File: config.mk
export PLATFORM = sky130hd
export DESIGN_NAME = length_prefixed_deframer_flat
export DESIGN_NICKNAME = d
export VERILOG_FILES = /design/src/hdl/lpd_pkg.sv /design/src/hdl/lpd_rx_if.sv /design/src/hdl/lpd_ev_if.sv /design/src/hdl/lpd_in_stage.sv /design/src/hdl/lpd_parser.sv /design/src/hdl/length_prefixed_deframer.sv /design/src/flat_wrapper.sv
export SDC_FILE = /design/constraint.sdc
export NUM_CORES = 1
export LEC_CHECK = 0
export BUFFER_PORTS_ARGS = -buffer_cell sky130_fd_sc_hd__clkbuf_2
export CAP_MARGIN = 20
export CELL_PAD_IN_SITES_DETAIL_PLACEMENT = 1
export CELL_PAD_IN_SITES_GLOBAL_PLACEMENT = 2
export CORE_ASPECT_RATIO = 1.1
export CORE_MARGIN = 2
export CORE_UTILIZATION = 33
export CTS_CLUSTER_DIAMETER = 200
export DETAILED_ROUTE_END_ITERATION = 7
export HOLD_SLACK_MARGIN = 0.03
export PLACE_DENSITY = 0.87
export SLEW_MARGIN = 20
export SYNTH_ARGS = -nofsm -noshare
export SYNTH_HDL_FRONTEND = slang
export SYNTH_SLANG_ARGS = --single-unit
File: constraint.sdc
create_clock -name clk -period 2.2 [get_ports clk]
set_input_delay 0.33 -clock clk [delete_from_list [all_inputs] [get_ports clk]]
set_output_delay 0.33 -clock clk [all_outputs]
set_load 0.005 [all_outputs]
File: src/hdl/lpd_pkg.sv
package lpd_pkg;

	// Header control codes and the largest data length a header may carry.
	localparam logic [15:0] CODE_FINISH = 16'd32894;
	localparam logic [15:0] CODE_CLOSE  = 16'd32891;
	localparam logic [15:0] DATA_MAX    = 16'd32889;

	// Receive buffer size; the reset payload limit leaves room for the header.
	localparam int unsigned BUFFER_BYTES = 2000;
	localparam logic [15:0] MAX_PAYLOAD_RST = 16'(BUFFER_BYTES - 2);

	// Event codes carried in event_kind.
	localparam logic [2:0] KIND_HEADER  = 3'd0;
	localparam logic [2:0] KIND_PAYLOAD = 3'd1;
	localparam logic [2:0] KIND_CLOSE   = 3'd2;
	localparam logic [2:0] KIND_FINISH  = 3'd3;
	localparam logic [2:0] KIND_ERROR   = 3'd4;

	// Parser phase.
	typedef enum logic [1:0] {
		PH_HDR_HI  = 2'd0,
		PH_HDR_LO  = 2'd1,
		PH_PAYLOAD = 2'd2
	} phase_t;

	// Input register contents handed to the parser.
	typedef struct packed {
		logic       valid;
		logic [7:0] rx_byte;
	} stage_t;

	// One result item.
	typedef struct packed {
		logic [7:0] payload_byte;
		logic [2:0] event_kind;
		logic       frame_last;
	} result_t;

endpackage

File: src/hdl/lpd_rx_if.sv
interface lpd_rx_if;
	logic       valid;
	logic       ready;
	logic [7:0] rx_byte;

	modport source (output valid, output rx_byte, input ready);
	modport sink (input valid, input rx_byte, output ready);
endinterface

File: src/hdl/lpd_ev_if.sv
interface lpd_ev_if;
	logic       valid;
	logic       ready;
	logic [7:0] payload_byte;
	logic [2:0] event_kind;
	logic       frame_last;

	modport source (output valid, output payload_byte, output event_kind, output frame_last,
		input ready);
	modport sink (input valid, input payload_byte, input event_kind, input frame_last,
		output ready);
endinterface

File: src/hdl/lpd_in_stage.sv
module lpd_in_stage (
	input  logic            clk,
	input  logic            arst_n,
	lpd_rx_if.sink          rx,
	input  logic            take,
	output lpd_pkg::stage_t stage_s1
);

	logic       valid_s1;
	logic [7:0] byte_s1;

	// The register takes a new request whenever it is empty or being drained.
	assign rx.ready = !valid_s1 || take;

	always_ff @(posedge clk or negedge arst_n) begin
		if (!arst_n) begin
			valid_s1 <= 1'b0;
		end else if (rx.ready) begin
			valid_s1 <= rx.valid;
		end
	end

	// Byte storage needs no reset.
	always_ff @(posedge clk) begin
		if (rx.valid && rx.ready) begin
			byte_s1 <= rx.rx_byte;
		end
	end

	assign stage_s1.valid   = valid_s1;
	assign stage_s1.rx_byte = byte_s1;

endmodule

File: src/hdl/lpd_parser.sv
module lpd_parser (
	input  logic            clk,
	input  logic            arst_n,
	input  logic            cfg_we,
	input  logic [15:0]     cfg_wdata,
	input  lpd_pkg::stage_t stage_s1,
	output logic            take,
	lpd_ev_if.source        ev
);

	lpd_pkg::phase_t  phase_q, phase_d;
	logic [7:0]       hdr_hi_q, hdr_hi_d;
	logic [15:0]      rem_q, rem_d;
	logic [15:0]      max_q;
	logic [15:0]      len;
	logic             len_ok;
	logic             valid_s2;
	lpd_pkg::result_t res_s2, res_d;

	// A byte moves on when the result register is empty or being read.
	assign take = stage_s1.valid && (!valid_s2 || ev.ready);

	// Full header value once the second byte arrives.
	assign len    = {hdr_hi_q, stage_s1.rx_byte};
	assign len_ok = (len != lpd_pkg::CODE_FINISH) && (len != lpd_pkg::CODE_CLOSE) &&
		(len <= lpd_pkg::DATA_MAX) && (len != 16'd0) && (len <= max_q);

	// Next parser state.
	always_comb begin
		phase_d  = phase_q;
		hdr_hi_d = hdr_hi_q;
		rem_d    = rem_q;
		unique case (phase_q)
			lpd_pkg::PH_HDR_LO: begin
				phase_d = lpd_pkg::PH_HDR_HI;
				if (len_ok) begin
					rem_d   = len;
					phase_d = lpd_pkg::PH_PAYLOAD;
				end
			end
			lpd_pkg::PH_PAYLOAD: begin
				rem_d = (rem_q != 16'd0) ? rem_q - 16'd1 : 16'd0;
				if (rem_q <= 16'd1) begin
					phase_d = lpd_pkg::PH_HDR_HI;
				end
			end
			default: begin
				hdr_hi_d = stage_s1.rx_byte;
				phase_d  = lpd_pkg::PH_HDR_LO;
			end
		endcase
	end

	// Result for the byte in the input register.
	always_comb begin
		res_d.payload_byte = 8'd0;
		res_d.event_kind   = lpd_pkg::KIND_HEADER;
		res_d.frame_last   = 1'b0;
		unique case (phase_q)
			lpd_pkg::PH_HDR_LO: begin
				if (len == lpd_pkg::CODE_FINISH) begin
					res_d.event_kind = lpd_pkg::KIND_FINISH;
				end else if (len == lpd_pkg::CODE_CLOSE) begin
					res_d.event_kind = lpd_pkg::KIND_CLOSE;
				end else if (!len_ok) begin
					res_d.event_kind = lpd_pkg::KIND_ERROR;
				end
			end
			lpd_pkg::PH_PAYLOAD: begin
				res_d.payload_byte = stage_s1.rx_byte;
				res_d.event_kind   = lpd_pkg::KIND_PAYLOAD;
				res_d.frame_last   = (rem_q <= 16'd1);
			end
			default: begin
				res_d.event_kind = lpd_pkg::KIND_HEADER;
			end
		endcase
	end

	// Parser state and the payload limit register.
	always_ff @(posedge clk or negedge arst_n) begin
		if (!arst_n) begin
			phase_q  <= lpd_pkg::PH_HDR_HI;
			hdr_hi_q <= 8'd0;
			rem_q    <= 16'd0;
			max_q    <= lpd_pkg::MAX_PAYLOAD_RST;
		end else begin
			if (take) begin
				phase_q  <= phase_d;
				hdr_hi_q <= hdr_hi_d;
				rem_q    <= rem_d;
			end
			if (cfg_we) begin
				max_q <= cfg_wdata;
			end
		end
	end

	// Result register valid flag.
	always_ff @(posedge clk or negedge arst_n) begin
		if (!arst_n) begin
			valid_s2 <= 1'b0;
		end else if (!valid_s2 || ev.ready) begin
			valid_s2 <= stage_s1.valid;
		end
	end

	// Result payload needs no reset.
	always_ff @(posedge clk) begin
		if (take) begin
			res_s2 <= res_d;
		end
	end

	assign ev.valid        = valid_s2;
	assign ev.payload_byte = res_s2.payload_byte;
	assign ev.event_kind   = res_s2.event_kind;
	assign ev.frame_last   = res_s2.frame_last;

endmodule

File: src/hdl/length_prefixed_deframer.sv
// Length-prefixed deframer: takes one link byte per request on rx and returns exactly one
// event per byte on ev, in order. Each frame is a 16-bit big-endian length header and that
// many payload bytes; header bytes report kind 0, payload bytes kind 1 with frame_last on the
// final byte, and the close, finish and error codes (2, 3, 4) return the parser to header
// search. A byte passes through an input register and a result register, so an event is
// offered on ev once its byte has moved on from the input register to the result register;
// one byte is accepted every cycle while ev keeps up; the single parser state update per
// byte sets that rate. cfg_wdata written with cfg_we sets the largest accepted payload
// length (1998 after reset); write it only while the block is idle.
module length_prefixed_deframer (
	input  logic        clk,
	input  logic        arst_n,
	input  logic        cfg_we,
	input  logic [15:0] cfg_wdata,
	lpd_rx_if.sink      rx,
	lpd_ev_if.source    ev
);

	lpd_pkg::stage_t stage_s1;
	logic            take;

	lpd_in_stage u_in_stage (
		.clk      (clk),
		.arst_n   (arst_n),
		.rx       (rx),
		.take     (take),
		.stage_s1 (stage_s1)
	);

	lpd_parser u_parser (
		.clk       (clk),
		.arst_n    (arst_n),
		.cfg_we    (cfg_we),
		.cfg_wdata (cfg_wdata),
		.stage_s1  (stage_s1),
		.take      (take),
		.ev        (ev)
	);

`ifndef SYNTHESIS
	// A byte held in the input register is never dropped while the result side stalls.
	a_hold_stalled: assert property (@(posedge clk) disable iff (!arst_n)
		stage_s1.valid && !take |=> stage_s1.valid)
		else $error("input register lost a stalled byte");

	// Only a payload byte can end a frame.
	a_last_payload: assert property (@(posedge clk) disable iff (!arst_n)
		ev.valid && ev.frame_last |-> ev.event_kind == lpd_pkg::KIND_PAYLOAD)
		else $error("frame_last set on a non-payload event");

	// Non-payload events carry a zero byte.
	a_zero_byte: assert property (@(posedge clk) disable iff (!arst_n)
		ev.valid && ev.event_kind != lpd_pkg::KIND_PAYLOAD |-> ev.payload_byte == 8'd0)
		else $error("non-payload event carries a byte");
`endif

endmodule
File: src/flat_wrapper.sv
// flat-port wrapper written by rule: the top's interface ports become plain ports
module length_prefixed_deframer_flat 
  (clk, arst_n, cfg_we, cfg_wdata, rx_valid, rx_rx_byte, rx_ready, ev_valid, ev_payload_byte, ev_event_kind, ev_frame_last, ev_ready);
  lpd_rx_if rx_i ();
  lpd_ev_if ev_i ();
  input  logic clk;
  input  logic arst_n;
  input  logic cfg_we;
  input  logic [15:0] cfg_wdata;
  input wire logic [$bits(rx_i.valid)-1:0] rx_valid;
  input wire logic [$bits(rx_i.rx_byte)-1:0] rx_rx_byte;
  output wire logic [$bits(rx_i.ready)-1:0] rx_ready;
  output wire logic [$bits(ev_i.valid)-1:0] ev_valid;
  output wire logic [$bits(ev_i.payload_byte)-1:0] ev_payload_byte;
  output wire logic [$bits(ev_i.event_kind)-1:0] ev_event_kind;
  output wire logic [$bits(ev_i.frame_last)-1:0] ev_frame_last;
  input wire logic [$bits(ev_i.ready)-1:0] ev_ready;
  assign rx_i.valid = rx_valid;
  assign rx_i.rx_byte = rx_rx_byte;
  assign rx_ready = rx_i.ready;
  assign ev_valid = ev_i.valid;
  assign ev_payload_byte = ev_i.payload_byte;
  assign ev_event_kind = ev_i.event_kind;
  assign ev_frame_last = ev_i.frame_last;
  assign ev_i.ready = ev_ready;
  length_prefixed_deframer u_core (.clk(clk), .arst_n(arst_n), .cfg_we(cfg_we), .cfg_wdata(cfg_wdata), .rx(rx_i), .ev(ev_i));
endmodule
==> key figures, run 1 <==
Timing
  – FMAX: around 0.41 GHz
  – Worst Skew: roughly 0.013 ns
  – Final TNS setup: -3.48 ns
  – RSZ-0062 raised after global routing: yes
  – Pin slew with the least headroom to its limit: 0.706 ns
  – Slew Limit Headroom: 52.9%
  – Final Max Slew Viols: 0
  – Period utilisation layout: 112%
  – Number of hold violations in the final report: 0
  – Worst Slack Setup Final: -0.260 ns
  – Final setup viols: 18
  – Min Tclk post-route: 2.46 ns
  – Hold slack: approximately 0.14 ns

Cells and area
  – Layout cell share with drive strength beyond 1: between 40% and 50%
  – Util after Layout: between 40 and 50%
  – Post-route insts no fill: 572
  – Fin nets: between 400 and 500
  – Finished Cell Area: 4800 um2
  – P&R area growth vs syn: 43.2%
  – Diode count: 0

Power
  – Total power: between 5 and 6 mW
  – PwrDens: 1210 nW/um2
  – Leakage power: 2.10 nW
  – Max IR drop VDD: 0.404 mV

Worst setup path
  – Worst Setup End Kind: register
  – Crit-path most repeated cell: buf_4
  – Cell-by-cell trace of the critical path: buf_4 -> ha_4 -> nand4_1 -> buf_4 -> nor4_4 -> nand2b_4 -> a31oi_4 -> nor2_2 -> buf_6 -> mux2_2
  – Setup CP Type: reg -> reg
  – CP arrival: 2.70 ns
  – Max stage delay cell, worst path: dfrtp_1
  – CP peak stage delay: 0.41 ns
  – WP data required: 2.44 ns
  – Startpoint types: register
  – R2r setup slk: -0.26 ns
  – Crit Path Max Fanout: 6

Clocking
  – Clock Latency Late Sink: 0.36 ns
  – CTS root buffer: clkbuf_8
  – Clk slew on worst S/H paths: approximately 0.090 ns
  – Htree depth: 3
  – Max clock buf depth: 2
  – Cts bufs inserted: 9
  – CTS tree: done
  – Clock sink total: 64

Floorplanning
  – Die X: between 100 and 150 um
  – Core box area: 9890 um2
  – Row cnt: 38
  – Die span in y: 110 um
  – Ports: 43
  – Initial core utilization: 33.9%
  – DIE AREA: approximately 11000 um2

Yosys
  – Syn_area_per_cell: ~10 um2
  – Synth Warn #: 0
  – Syn Nets: 375
  – Synth area leaders: dfrtp_1, edfxtp_1, ha_1
  – Cell area after synthesis: 3350 um2
  – Seq cells post-synth: 64
  – FFs w/ async S/R, synth: 68.8%
  – Syn Inst Count: 325
  – Yosys top cell by area: dfrtp_1
  – Seq/Total Area, Yosys: between 50% and 60%
  – Post-synth top area share: 26.9%
  – Synth cell types: 51
  – Number of synthesized flops with an enable pin: 20
  – Main synth FF type: dfrtp_1

Route
  – Drt pass-1 iters: 4
  – Final ANT Viol Nets: 0
  – Residual DRC count: 0
  – Drt via density: approximately 5.4
  – Vias: ~3100
  – Routed wire per std cell: 19.9 um
  – 1st-iter DRT viols: 129
  – Final WL: 11400 um

Global route
  – Grt total ovfl: 0
  – First-pass GRT wire length: 17400 um
  – GR Util All Layers: roughly a fifth
  – Initial antenna violation count: 0
  – Largest net degree at the start of global routing: 32
  – Vias in the first global route: roughly 3400

Placement
  – Count of input and output buffers: 42
  – Hpwl dp: 7210 um
  – Placed inst area: 4140 um2
  – Placed cell count: between 500 and 600
  – Gpl congestion: 0.841
  – DP Worst Slack: -0.278 ns

Status
  – Status: finished, violations left
  – Violated checks: setup timing

Flow run
  – MaxCap Viol Count: 0

Hold path
  – Hold Path Class: in -> reg
-- cell families (layout without fill, tap and decap cells) --
family | after synthesis | count (layout) | synth area share (%)
XOR/XNOR | 8 | 8 | 2.09
adder cells (fa/ha/maj) | 21 | 21 | 7.85
buffers and inverters | 37 | 164 | 4.26
flip-flops | 64 | 64 | 51.1
multiplexers | 12 | 12 | 4.04
AO/OA/AOI/OAI | 79 | 79 | 14.3
AND/OR/NAND/NOR | 104 | 104 | 16.3
-- critical path, delay by kind of cell (launching register included) --
family	cells	cell delay, ns
compound gates	1	0.05
simple gates	4	0.80
flops	1	0.41
fa+ha+maj	1	0.27
buf+inv	3	0.50
mux	1	0.33
-- layout make-up --
type                       instances  area, um2
fill                            1109       5090
multi-input combinational        224       1780
sequential                        64       1710
timing repair buffer             122        828
tap                              120        150
clock buffer                       9        124
clock inverter                     7        103
inverter                          26       97.6
-- sequential cells by signal (all words and copies together), names as in the netlist --
register,flops
u_core.u_in_stage.valid_s1,1
u_core.u_parser.ev.payload_byte,8
u_core.u_parser.ev.valid,1
u_core.u_parser.rem_q,16
u_core.u_parser.phase_q,2
u_core.u_parser.max_q,16
u_core.u_in_stage.byte_s1,8
u_core.u_parser.ev.frame_last,1
u_core.u_parser.hdr_hi_q,8
u_core.u_parser.ev.event_kind,3
-- layout by cell type, fill, tap and decap left out, drive strengths merged, types with 5 or more instances in the layout --
master / instances
dfrtp: 36
edfxtp: 20
nor4: 10
a21oi: 18
o31ai: 6
nand2: 32
clkbuf: 51
ha: 21
nand2b: 6
dfstp: 8
nor2: 23
o21ai: 33
nor3: 9
inv: 28
o2bb2ai: 5
buf: 79
or4: 5
mux2: 12
and2: 6
-- where the power goes --
group / internal (mW) / leakage [nW] / switching, mW
logic: 1.38 / 1.27 / 1.45
registers: 1.54 / 0.717 / 0.207
clock network: 0.652 / 0.111 / 0.542
total: 3.58 / 2.10 / 2.20
-- layer usage --
layer | vias up | GRT usage (%) | part of all wire, %
met1 | 1553 | 24.8 | 43
met3 | 22 | 3.56 | 3.8
met5 | - | 0 | 0
met2 | 94 | 37.3 | 51
li1 | 1409 | - | -
met4 | 0 | 9.59 | 2.4
-- cells in the mapped netlist, drive strengths merged (2+ instances only) --
cell type	n
a21oi	18
a31oi	2
and2	6
buf	3
clkbuf	8
dfrtp	36
dfstp	8
edfxtp	20
ha	21
inv	25
mux2	12
nand2	32
nand2b	6
nand4	4
nor2	23
nor3	9
nor4	10
o211ai	2
o21ai	33
o22ai	3
o2bb2ai	5
o31ai	6
or4	5
xnor2	4
xor2	4
-- what timing repair did --
| item | CTS | global route |
|---|---|---|
| pin swaps | 14 | 5 |
| gates resized for setup | 37 | 16 |
| endpoints found under the setup margin | 18 | 20 |
| setup buffers | 9 | 7 |
| endpoints found under the hold margin | 7 | 0 |
| hold buffers | 1 | 0 |
-- worst paths after layout --
kind | startpoint | cells after the start | end
max reg2reg | u_core.u_parser.hdr_hi_q[5] | 10 | u_core.u_parser.rem_q[13]
max in group asynchronous | arst_n | 3 | u_core.u_parser.hdr_hi_q[1]
max | u_core.u_parser.hdr_hi_q[5] | 10 | u_core.u_parser.rem_q[13]
min in group asynchronous | arst_n | 2 | u_core.u_parser.max_q[4]
min reg2reg | u_core.u_in_stage.valid_s1 | 1 | u_core.u_parser.ev.valid
min | rx_rx_byte[5] | 1 | u_core.u_in_stage.byte_s1[5]
Power figures use the tool's default switching activity.
==> run 2: changes to the inputs <==
CORE_MARGIN = 1.5   (was 2)
PLACE_DENSITY = 0.75   (was 0.87)
==> run 2 against run 1 <==
Net effect: the flow still finishes with violations (setup timing); worst hold slack worse by 0.068 ns; die area decreased by 1.9%; first-iteration DRC count fell by 49%; via count down 7.1%; critical endpoint is now u_core.u_parser.rem_q[7]; largest cell class unchanged; highest routed layer unchanged.
==> key figures, run 2 (same netlist as run 1, synthesis figures left out) <==
Status
  – Status: finished, violations left
  – Violated checks: setup timing

Worst setup path
  – Cell-by-cell trace of the critical path: ha_4 -> nand4_1 -> a2111o_1 -> a31oi_4 -> nor2_4 -> buf_12 -> mux2_4
  – CP peak stage delay: 0.53 ns
  – CP bufs+invs: 1
  – Startpoint types: register
  – Crit Path Max Fanout: 4
  – CP arrival: ~2.6 ns
  – Reg2Reg Depth: 7
  – WP data required: 2.44 ns
  – Delay-heaviest family, CP: compound AO/OA/AOI/OAI gates
  – Worst Setup End Kind: register
  – Worst r2r src: u_core.u_parser.hdr_hi_q[6]
  – R2r setup slk: -0.14 ns
  – Setup CP Type: reg -> reg
  – Max stage delay cell, worst path: a2111o_1
  – Reg-to-reg endpoint: u_core.u_parser.rem_q[7]

Timing
  – Worst Skew: between 0.01 and 0.015 ns
  – Final setup viols: 17
  – Min Tclk post-route: approximately 2.3 ns
  – Number of hold violations in the final report: 0
  – Final Max Slew Viols: 0
  – Period utilisation layout: 106%
  – Pin slew with the least headroom to its limit: 0.623 ns
  – Worst Slack Setup Final: -0.139 ns
  – Final TNS setup: -1.29 ns
  – Hold slack: 0.0699 ns
  – Slew Limit Headroom: 58.4%
  – RSZ-0062 raised after global routing: yes
  – FMAX: 0.427 GHz

Clocking
  – Clock sink total: 64
  – Clk slew on worst S/H paths: around 0.070 ns
  – CTS root buffer: clkbuf_8
  – CTS tree: done
  – Clock Latency Late Sink: approximately 0.35 ns
  – Cts-stage hold buffer count: 0
  – Htree depth: 3
  – Cts bufs inserted: 9
  – Max clock buf depth: 2

Floorplanning
  – Initial core utilization: 33.9%
  – Die X: 99.0 um
  – Core box area: 9890 um2
  – Row cnt: 38
  – DIE AREA: 10800 um2
  – Die span in y: 109 um
  – Ports: 43

Route
  – Vias: roughly 2900
  – Final ANT Viol Nets: 0
  – 1st-iter DRT viols: 66
  – Final WL: 9700 um
  – Routed wire per std cell: 17.5 um
  – Drt pass-1 iters: 4
  – Residual DRC count: 0
  – Drt via density: between 5 and 6

Power
  – Total power: about 5.3 mW
  – PwrDens: 1150 nW/um2
  – Max IR drop VDD: 0.364 mV
  – Leakage power: 2.01 nW

Global route
  – Vias in the first global route: 3070
  – First-pass GRT wire length: 15600 um
  – Largest net degree at the start of global routing: 45
  – GR Util All Layers: about a fifth
  – Grt total ovfl: 0
  – Initial antenna violation count: 0

Flow run
  – MaxCap Viol Count: 0

Placement
  – Count of input and output buffers: 42
  – Placed inst area: 4120 um2
  – Gpl congestion: 0.808
  – Hpwl dp: 6920 um
  – Placed cell count: around 540

Cells and area
  – Most frequent cells in the layout: buf_4, clkbuf_2, nand2_1, dfrtp_1, o21ai_0
  – Top flop regs: u_core.u_parser.max_q (16), u_core.u_parser.rem_q (16)
  – P&R area growth vs syn: 38.2%
  – Fin nets: approximately 480
  – Diode count: 0
  – Fill cells: around 1100
  – Commonest non-fill, non-tap cell in the layout: buf_4
  – Finished Cell Area: 4630 um2
  – Area occupied by multi-input gates: 1750 um2
  – Post-route insts no fill: ~550
  – Layout cell share with drive strength beyond 1: 41.0%
  – Seq. cell area: 1720 um2

Hold path
  – Hold Path Class: in -> async
## run 2: cell types whose count changed in the layout (fill, tap and decap cells not counted), sizes merged
cell         previous run  this run
buf                    79        62
clkbuf                 51        54
clkinv                  2         3
inv                    28        25
dlygate4sd3             1         0
clkinvlp                1         0
## run 2: routing by layer
layer	vias to the layer above	global-route usage, %	part of all wire [%]
met5	-	0	0
met4	0	9.49	3.4
met3	23	3.46	2.7
met2	52	33.6	50
met1	1412	23.0	44
li1	1374	-	-
## run 2: power breakdown
part	total (mW)	internal (mW)	switching, mW
registers	1.84	1.55	0.288
clock network	1.09	0.634	0.459
logic	2.41	1.21	1.20
## run 2: area by class of cell
cell class / instances / share of cell area, %
repair buffers: 104 / 15.3
inverters: 26 / 2.11
well taps: 120 / 3.24
flip-flops and latches: 64 / 37.1
clock buffers: 12 / 2.92
clock inverters: 4 / 1.49
multi-input cells: 224 / 37.8
## run 2: worst max path at each step
stage	start	end	slack, ns	cells past startpoint
2_1_floorplan	u_core.u_parser.rem_q[8]	u_core.u_parser.rem_q[14]	0.001	6
3_3_place_gp	u_core.u_parser.max_q[1]	u_core.u_parser.ev.event_kind[2]	-0.17	8
3_5_place_dp	u_core.u_parser.hdr_hi_q[6]	u_core.u_parser.rem_q[8]	-0.30	6
4_1_cts	u_core.u_parser.max_q[1]	u_core.u_parser.ev.event_kind[2]	-0.08	8
5_1_grt	u_core.u_parser.max_q[1]	u_core.u_parser.rem_q[14]	-0.22	9
6_report	u_core.u_parser.hdr_hi_q[6]	u_core.u_parser.rem_q[7]	-0.14	7
## run 2: timing repair
item,4_1_cts,5_1_grt
cloned,0,0
buffers inserted,1,3
setup endpoints to repair,17,19
resized for setup,30,23
pin swaps,8,9
## run 2: metrics by stage
| stage | util, % | setup slack, ns |
|---|---|---|
| 3_3_place_gp | 41.6 | -0.167 |
| 3_5_place_dp | 41.6 | -0.300 |
| 5_1_grt | 46.8 | -0.218 |
| 2_1_floorplan | - | 0.00146 |
| 6_report | 46.8 | -0.139 |
| 4_1_cts | 45.4 | -0.0834 |
## run 2: worst register-to-register path: cells and delay by family (launching register included)
family,cells,cell delay (ns)
fa+ha+maj,1,0.29
buf+inv,1,0.14
simple gates,2,0.31
mux,1,0.29
compound gates,2,0.75
flops,1,0.47
